### src/rtl/tfh_pkg.sv
// shared types and constants for the toeplitz flow hash
// no dependencies; imported by tfh_hash_pipe, toeplitz_flow_hash and the testbench
`timescale 1ns / 1ps

package tfh_pkg;

  localparam int KEY_BYTES_DEF = 40;
  localparam int KEY_BYTES_MIN = 4;
  localparam int KEY_BYTES_MAX = 40;
  localparam int KEY_REGS      = 5;
  localparam int KEY_REG_W     = 64;
  localparam int KEY_FLAT_W    = KEY_REGS * KEY_REG_W;
  localparam int TUPLE_BITS    = 96;
  localparam int HASH_W        = 32;
  localparam int IN_DATA_W     = 128;
  localparam int CFG_ADDR_W    = 6;
  localparam int CFG_DATA_W    = 64;

  typedef logic [HASH_W-1:0] hash_t;

  typedef enum logic [2:0] {
    REG_KEY0 = 3'd0,
    REG_KEY1 = 3'd1,
    REG_KEY2 = 3'd2,
    REG_KEY3 = 3'd3,
    REG_KEY4 = 3'd4
  } reg_idx_t;

endpackage

### src/rtl/tfh_hash_pipe.sv
// three-stage xor tree of key windows selected by the tuple bits
// depends on tfh_pkg
`timescale 1ns / 1ps

module tfh_hash_pipe #(
  parameter int KEY_BYTES = tfh_pkg::KEY_BYTES_DEF
) (
  input  logic                          clk,
  input  logic                          rst_n,
  input  logic [tfh_pkg::KEY_FLAT_W-1:0] key_flat,
  input  logic                          in_valid,
  output logic                          in_ready,
  input  logic [tfh_pkg::TUPLE_BITS-1:0] in_tuple,
  input  tfh_pkg::hash_t                in_seed,
  output logic                          out_valid,
  input  logic                          out_ready,
  output tfh_pkg::hash_t                out_hash
);
  import tfh_pkg::*;

  localparam int KB_EFF     = (KEY_BYTES < KEY_BYTES_MIN) ? KEY_BYTES_MIN :
                              ((KEY_BYTES > KEY_BYTES_MAX) ? KEY_BYTES_MAX : KEY_BYTES);
  localparam int KEY_BITS   = 8 * KB_EFF;
  localparam int GROUP_BITS = 6;
  localparam int GROUPS     = TUPLE_BITS / GROUP_BITS;
  localparam int MID        = 4;
  localparam int MID_FAN    = GROUPS / MID;

  hash_t win [TUPLE_BITS];

  // window p bit k is key bit (p+k) mod key length, msb first
  for (genvar p = 0; p < TUPLE_BITS; p++) begin : g_win
    for (genvar k = 0; k < HASH_W; k++) begin : g_bit
      localparam int Q = (p + k) % KEY_BITS;
      assign win[p][HASH_W-1-k] = key_flat[KEY_FLAT_W-1-Q];
    end
  end

  logic  v1_r, v2_r, vo_r;
  logic  en1, en2, en3;
  hash_t part1_r [GROUPS];
  hash_t part1_nxt [GROUPS];
  hash_t seed1_r, seed2_r;
  hash_t part2_r [MID];
  hash_t part2_nxt [MID];
  hash_t hash_r, hash_nxt;

  assign en3      = !vo_r || out_ready;
  assign en2      = !v2_r || en3;
  assign en1      = !v1_r || en2;
  assign in_ready = en1;

  always_comb begin
    for (int g = 0; g < GROUPS; g++) begin
      part1_nxt[g] = '0;
      for (int j = 0; j < GROUP_BITS; j++) begin
        if (in_tuple[TUPLE_BITS-1-(g*GROUP_BITS+j)]) begin
          part1_nxt[g] = part1_nxt[g] ^ win[g*GROUP_BITS+j];
        end
      end
    end
  end

  always_comb begin
    for (int m = 0; m < MID; m++) begin
      part2_nxt[m] = '0;
      for (int i = 0; i < MID_FAN; i++) begin
        part2_nxt[m] = part2_nxt[m] ^ part1_r[m*MID_FAN+i];
      end
    end
  end

  always_comb begin
    hash_nxt = seed2_r;
    for (int m = 0; m < MID; m++) begin
      hash_nxt = hash_nxt ^ part2_r[m];
    end
  end

  always_ff @(posedge clk) begin
    if (!rst_n) begin
      v1_r <= 1'b0;
      v2_r <= 1'b0;
      vo_r <= 1'b0;
    end else begin
      if (en1) v1_r <= in_valid;
      if (en2) v2_r <= v1_r;
      if (en3) vo_r <= v2_r;
    end
  end

  always_ff @(posedge clk) begin
    if (en1 && in_valid) begin
      part1_r <= part1_nxt;
      seed1_r <= in_seed;
    end
    if (en2 && v1_r) begin
      part2_r <= part2_nxt;
      seed2_r <= seed1_r;
    end
    if (en3 && v2_r) begin
      hash_r <= hash_nxt;
    end
  end

  assign out_valid = vo_r;
  assign out_hash  = hash_r;

`ifndef NO_ASSERTIONS
  a_hold_s1: assert property (@(posedge clk) disable iff (!rst_n)
    v1_r && !en2 |=> v1_r)
    else $error("stage 1 beat dropped while stalled");

  a_full_stall: assert property (@(posedge clk) disable iff (!rst_n)
    !in_ready |-> v1_r && v2_r && vo_r && !out_ready)
    else $error("input stalled with a bubble in the pipe");

  a_no_bubble: assert property (@(posedge clk) disable iff (!rst_n)
    v2_r && en3 |=> vo_r)
    else $error("stage 2 beat lost on its way to the output");
`endif

endmodule

### src/rtl/toeplitz_flow_hash.sv
// toeplitz flow hash top level: apb key registers and stream channels
// depends on tfh_pkg and tfh_hash_pipe
`timescale 1ns / 1ps

// usage
// input stream: one beat per flow carries src_addr, dst_addr, src_port,
//   dst_port and seed in in_tdata; the hash of that tuple leaves as one
//   beat on the output stream, in order
// apb port: five 64-bit key registers at byte addresses 0, 8 .. 32, key
//   byte 0 in the top bits of key_word0; writes take setup and access
//   cycles, pready is always high, reads return the stored value
// the user must change the key only while no beat is in flight; the block does not enforce this
// pipeline: an accepted beat passes the part1, part2 and hash registers in turn
//   (three stages) before it is valid on the output and can leave
// throughput: one beat per cycle, limited only by the output handshake
// stall: when out_tready is low the pipe fills up and in_tready falls once
//   all three stages hold a beat; nothing is lost or repeated
// reset: synchronous rst_n clears the pipe valid bits and the key to zero
module toeplitz_flow_hash #(
  parameter int KEY_BYTES = tfh_pkg::KEY_BYTES_DEF
) (
  input  logic                          clk,
  input  logic                          rst_n,
  input  logic                          in_tvalid,
  output logic                          in_tready,
  // src_addr[31:0], dst_addr[63:32], src_port[79:64], dst_port[95:80],
  // seed[127:96]
  input  logic [tfh_pkg::IN_DATA_W-1:0]  in_tdata,
  output logic                          out_tvalid,
  input  logic                          out_tready,
  // hash[31:0]
  output logic [tfh_pkg::HASH_W-1:0]     out_tdata,
  input  logic                          cfg_psel,
  input  logic                          cfg_penable,
  input  logic                          cfg_pwrite,
  input  logic [tfh_pkg::CFG_ADDR_W-1:0] cfg_paddr,
  input  logic [tfh_pkg::CFG_DATA_W-1:0] cfg_pwdata,
  output logic [tfh_pkg::CFG_DATA_W-1:0] cfg_prdata,
  output logic                          cfg_pready
);
  import tfh_pkg::*;

  logic [KEY_REG_W-1:0]   key_r [KEY_REGS];
  logic [KEY_FLAT_W-1:0]  key_flat;
  logic [TUPLE_BITS-1:0]  tuple;
  reg_idx_t               reg_idx;
  logic                   wr_en;

  assign cfg_pready = 1'b1;
  assign wr_en      = cfg_psel && cfg_penable && cfg_pwrite && cfg_pready;
  assign reg_idx    = reg_idx_t'(cfg_paddr[CFG_ADDR_W-1:3]);

  always_ff @(posedge clk) begin
    if (!rst_n) begin
      for (int i = 0; i < KEY_REGS; i++) begin
        key_r[i] <= '0;
      end
    end else if (wr_en) begin
      case (reg_idx)
        REG_KEY0: key_r[0] <= cfg_pwdata;
        REG_KEY1: key_r[1] <= cfg_pwdata;
        REG_KEY2: key_r[2] <= cfg_pwdata;
        REG_KEY3: key_r[3] <= cfg_pwdata;
        REG_KEY4: key_r[4] <= cfg_pwdata;
        default: ;
      endcase
    end
  end

  always_comb begin
    case (reg_idx)
      REG_KEY0: cfg_prdata = key_r[0];
      REG_KEY1: cfg_prdata = key_r[1];
      REG_KEY2: cfg_prdata = key_r[2];
      REG_KEY3: cfg_prdata = key_r[3];
      REG_KEY4: cfg_prdata = key_r[4];
      default:  cfg_prdata = '0;
    endcase
  end

  // key_word0 first, so key bit q sits at key_flat[top - q]
  for (genvar i = 0; i < KEY_REGS; i++) begin : g_key
    assign key_flat[KEY_FLAT_W-1-i*KEY_REG_W -: KEY_REG_W] = key_r[i];
  end

  // tuple bit 0 is the top bit of src_addr
  assign tuple = {in_tdata[31:0], in_tdata[63:32], in_tdata[79:64], in_tdata[95:80]};

  tfh_hash_pipe #(
    .KEY_BYTES (KEY_BYTES)
  ) u_pipe (
    .clk       (clk),
    .rst_n     (rst_n),
    .key_flat  (key_flat),
    .in_valid  (in_tvalid),
    .in_ready  (in_tready),
    .in_tuple  (tuple),
    .in_seed   (in_tdata[127:96]),
    .out_valid (out_tvalid),
    .out_ready (out_tready),
    .out_hash  (out_tdata)
  );

endmodule

### config.mk
export PLATFORM = sky130hd
export DESIGN_NAME = toeplitz_flow_hash
export DESIGN_NICKNAME = d
export VERILOG_FILES = /design/src/rtl/tfh_pkg.sv /design/src/rtl/tfh_hash_pipe.sv /design/src/rtl/toeplitz_flow_hash.sv
export SDC_FILE = /design/constraint.sdc
export NUM_CORES = 2
export LEC_CHECK = 0
export BUFFER_PORTS_ARGS = -buffer_cell sky130_fd_sc_hd__buf_2
export CAP_MARGIN = 20
export CORE_ASPECT_RATIO = 0.75
export CORE_MARGIN = 3
export CORE_UTILIZATION = 56
export DETAILED_ROUTE_END_ITERATION = 10
export PLACE_DENSITY_LB_ADDON = 0.25
export REMOVE_ABC_BUFFERS = 1
export SLEW_MARGIN = 20
export SYNTH_ARGS = -nofsm -noshare
export SYNTH_HDL_FRONTEND = slang
export SYNTH_SLANG_ARGS = --single-unit
### constraint.sdc
create_clock -name clk -period 33 [get_ports clk]
set_input_delay 4.95 -clock clk [delete_from_list [all_inputs] [get_ports clk]]
set_output_delay 4.95 -clock clk [all_outputs]
set_load 0.05 [all_outputs]
== Word level (Yosys, flattened, before mapping) ==
Memory sizes are Yosys's and may differ from the RTL's.
Cells that the tools add are included.

* Reductions and logical operators: 12
* Multiplexer cells: 123
* Bitwise gates (word level): 101
* Equality and inequality tests: 4

{| class="wikitable"
|+ Operator list
! kind !! number
|-
| $mux W32 || 96
|-
| $xor A32 B32 Y32 || 96
|-
| $mux W64 || 5
|-
| $pmux W64 S5 || 1
|-
| $mux W1 || 21
|-
| $eq A3 B2 Y1 const B || 2
|-
| $logic_and A1 B1 Y1 || 5
|-
| $or A1 B1 Y1 || 5
|-
| $eq A3 B1 Y1 const B || 1
|-
| $eq A3 B3 Y1 const B || 1
|-
| $logic_not A1 Y1 || 3
|-
| $logic_not A3 Y1 || 1
|-
| $logic_or A1 B1 Y1 || 3
|}

* Register bits after elaboration: 739
* Memory bits (writable): 320
* Memories kept: 1
* Input port bits: 205
* Word-level logic and storage cells: 267
* Output and inout port bits: 99

{| class="wikitable"
|+ Memory list
! name !! words !! bits a word !! read ports !! clocked after memory_dff !! wr ports !! line !! source
|-
| key_r || 5 || 64 || 5 || 0 || 5 || toeplitz_flow_hash.sv:43 || <nowiki>logic [KEY_REG_W-1:0] key_r [KEY_REGS];</nowiki>
|}

== Longest topological paths before layout ==
An unclocked memory read counts as a cell.

* Word-level depth: 12
* Depth in mapped cells: 6
* Depth with buffers taken out: 3

== Cells and area by module ==
Synthesis repeated with hierarchy kept, for this count alone.

* Cells, all modules: 7677
* Area, all modules: 79170.9 um^2

{| class="wikitable"
|+ By module, submodules not included
! module !! area an instance (um^2) !! cells each !! sequential area each (um^2) !! times used
|-
| tfh_hash_pipe || 66515.0 || 6958 || 22161.3 || 1
|-
| toeplitz_flow_hash || 12655.9 || 719 || 9609.2 || 1
|}

== Least setup slack after synthesis ==
OpenSTA, ideal clock, no wires.

* Path type: in2reg
* Start point: input port out_tready
* End point: register u_pipe.part1_r[0] in the netlist's numbering, enable pin
* Setup time: 1.779 ns
* Cell stages on the path: 2
* Buffers on the path: 0
* Arrival: 31.906 ns
* Setup slack: -0.685 ns
* Data required time: 31.221 ns
* Cell sequence: nor2b_1 a31oi_1

* Cells in the longest elaborated chain, start to end: 4

{| class="wikitable"
|+ Ends and longest elaborated chain
! element !! line !! source
|-
| start, declared || toeplitz_flow_hash.sv:30 || <nowiki>input logic out_tready,</nowiki>
|-
| $logic_or A1 B1 Y1 || tfh_hash_pipe.sv:48 || <nowiki>assign en3 = !vo_r || out_ready;</nowiki>
|-
| $logic_or A1 B1 Y1 || tfh_hash_pipe.sv:49 || <nowiki>assign en2 = !v2_r || en3;</nowiki>
|-
| $logic_or A1 B1 Y1 || tfh_hash_pipe.sv:50 || <nowiki>assign en1 = !v1_r || en2;</nowiki>
|-
| $logic_and A1 B1 Y1 || tfh_hash_pipe.sv:93 || <nowiki>if (en1 && in_valid) begin</nowiki>
|-
| end signal, assigned || tfh_hash_pipe.sv:94 || <nowiki>part1_r <= part1_nxt;</nowiki>
|-
| end, declared || tfh_hash_pipe.sv:41 || <nowiki>hash_t part1_r [GROUPS];</nowiki>
|}

Every way passes these cells.
A chain may end at the register's enable or synchronous reset.

== Final worst setup path ==
* Start point: input port cfg_paddr[4] in the netlist's numbering
* End point: output port cfg_prdata[9] in the netlist's numbering

* Cells in the longest elaborated chain, start to end: 2
* Elaborated cells on any way between the ends: 6
* Classes of those cells: 4 x eq/ne; 1 x mux; 1 x reduce/logical

{| class="wikitable"
|+ Ends and longest elaborated chain
! element !! line !! source
|-
| start, declared || toeplitz_flow_hash.sv:36 || <nowiki>input logic [tfh_pkg::CFG_ADDR_W-1:0] cfg_paddr,</nowiki>
|-
| $eq A3 B3 Y1, or another cell as far along || toeplitz_flow_hash.sv:71 || <nowiki>case (reg_idx)</nowiki>
|-
| $pmux W64 S5 (*) || toeplitz_flow_hash.sv:71 ||
|-
| end, declared || toeplitz_flow_hash.sv:38 || <nowiki>output logic [tfh_pkg::CFG_DATA_W-1:0] cfg_prdata,</nowiki>
|}

Mark *: on every way between the ends. The rest lies on a longest branch, timed or not.

==> qor.yml <==
dieArea_um2: 146300
hp-class: "reg2reg"
clkLatencyLatePin_ns: 0.78
max_slew_margin_pct: 21.58
syn_to_final_growth_pct: 5.325
die_x_um: 440.7
synth_compound_area_share_pct: 1.570
maxSlewViolCount: 0
post_cts_buffers: 0
io_pins: 304
avgRoutedWirePerCell_um: 26.09
antenna_found_initial: 4
grt_pass1_vias: 55652
cellPowerDensity_nw_per_um2: 56.69
synthFlopType: "edfxtp_1"
yosysTopAreaCell: "edfxtp_1"
path_class: "in2out"
ir_drop_v: 0.00005035
critPathMostFrequentCell: "buf_4"
synth_top_family_by_area: "XOR/XNOR gates"
clock_path_buffers: 3
place_ws_ns: 20.05
synth-xor-area-share_pct: 37.19
synth_edf_count: 1056
status: "finished clean"
yosysUniqueCellTypes: 33
io_buffers: 299
synthTopCellsByArea: "edfxtp_1 40%, xnor2_1 21%, nand2_1 15%"
critPathMaxFanout: 38
crit_slowest_cell: "nor2_4"
synth_mux_area_share_pct: 0.8228
post_cts_resized: 0
power_leakage_nw: 35.21
start_util_pct: 56.95
postRouteAntennaNets: 0
fin_cells: 9444
ys_warn_count: 0
die_y_um: 332.0
critPathLaunchType: "primary input"
num_rows: 118
cts_max_level: 3
hold_viol_final: 0
grt_usage_pct: 33.19
gp_congestion: 0.8776
skew_ns: 0.03938
finalWorstSetupSlack_ns: 20.00
ys_ff_latch: 1059
clock-sinks: 1059
synth_top_area_share_pct: 39.95
ys_top_cells_by_count: "3078 x nand2_1, 1913 x xnor2_1, 1056 x edfxtp_1, 512 x xnor3_1, 278 x buf_2"
crit_required_ns: 28.05
cp_cell_sequence: "buf_4 > nand2b_1 > nor2_4 > buf_4 > a221o_1 > buf_2"
setup_viol_count_final: 0
drive_above_1_share_pct: 7.794
dp.cells: 9241
fin_util_pct: 59.98
synthesis.area_um2: 79370
cts_inserted_buffers: 110
path_clk_slew_ns: 0.06
grt_max_degree: 148
fin_nets: 7699
synth-simple-area-share_pct: 15.17
maxCapViolations: 0
critPathCaptureType: "primary output"
async_flop_share_pct: 0
power_mw: 4.739
root_buffer: "clkbuf_16"
ys_seq_area_share_pct: 40.03
synthAdderAreaFrac_pct: 0
worstPathArrival_ns: 8.05
drt_iter0_drc: 7073
vias: 55966
cts_tree: "done"
routed_wirelength_um: 246400
synth.avg_cell_area_um2: 10.43
period_share_pct: 39.40
core_area_um2: 139400
tightest_slew_ns: 1.168
min_period_ns: 13.00
dpl.hpwl_um: 144400
drcViolationCount: 0
syn-instance-count: 7611
grt_pass1_wl_um: 361500
fill_cells: 11242
drtPass1Iterations: 6
rsz0062_at_grt: "false"
fmax_ghz: 0.07691
vias_per_cell: 5.926
critical-path-max-stage-delay_ns: 0.72
hold_buffers: 0
synth.most_common_cell: "nand2_1"
grt_overflow_total: 0
## report_power, final
group          leakage [nW]  switching, mW  internal, mW
sequential             10.2          0.115          1.80
clock                  1.74          0.581         0.696
combinational          23.3          0.830         0.715
## through the flow
stage          hold WS [ns]  instance area (um2)  TNS [ns]
2_1_floorplan        0.4003                75240   -372.69
3_3_place_gp         0.4030                79990         0
3_5_place_dp         0.4052                79990         0
4_1_cts              0.4180                83560         0
5_1_grt              0.4268                83600         0
6_report             0.4177                83600         0
## flip-flops by register name, indices dropped and copies added (netlist names)
name / cells
key_r: 320
u_pipe.out_hash: 32
u_pipe.out_valid: 1
u_pipe.part1_r: 512
u_pipe.part2_r: 128
u_pipe.seed1_r: 32
u_pipe.seed2_r: 32
u_pipe.v1_r: 1
u_pipe.v2_r: 1
## final timing paths
path / cells after the start / slack (ns) / start / endpoint
max: 6 / 20.00 / cfg_paddr[4] / cfg_prdata[9]
min: 0 / 0.42 / u_pipe.seed1_r[29] / u_pipe.seed2_r[29]
min reg2reg: 0 / 0.42 / u_pipe.seed1_r[29] / u_pipe.seed2_r[29]
max reg2reg: 4 / 29.73 / u_pipe.out_valid / u_pipe.part1_r[98]
## worst max-delay path: cells and delay by family
family	cells	cell delay, ns
and+or+nand+nor	2	1.06
buffers and inverters	3	1.53
AOI/OAI and AO/OA	1	0.42
## cell usage in the layout (no fill, tap or decap), drive strengths merged, types with 3 or more instances in the layout
master / instances
and2: 64
clkinv: 56
inv: 5
edfxtp: 1056
bufinv: 10
nor2b: 3
xor2: 128
o2bb2ai: 63
clkbuf: 127
xnor2: 1920
a221o: 63
dfxtp: 3
clkinvlp: 5
o21ai: 3
mux2i: 63
buf: 406
nand2: 3078
xnor3: 512
## layout make-up
type | instances | area, um2 | area share, %
diodes | 1 | 2.502 | 0.002993
clock buffers | 127 | 2838 | 3.394
clock inverters | 74 | 724.4 | 0.8665
inverters | 2 | 7.507 | 0.008980
multi-input cells | 5915 | 43580 | 52.13
flip-flops and latches | 1059 | 31770 | 38.00
well taps | 1860 | 2327 | 2.784
repair buffers | 406 | 2347 | 2.808
## kinds of logic (layout without fill, tap and decap cells)
group | count (synthesis) | after routing
DFF | 1059 | 1059
other | 1 | 2
muxes | 64 | 64
and+or+nand+nor | 3154 | 3154
AOI/OAI and AO/OA | 136 | 136
buffers and inverters | 637 | 609
xor gates and xnor gates | 2560 | 2560
## metal layers
metal	part of all wire [%]	vias to the layer above	track usage, %
met3	12	705	7.222
met4	6.0	4	17.60
met1	37	27412	44.34
li1	-	24094	-
met5	0.011	-	0
met2	45	3751	50.76
No activity file was read; power rests on OpenSTA's default activity.
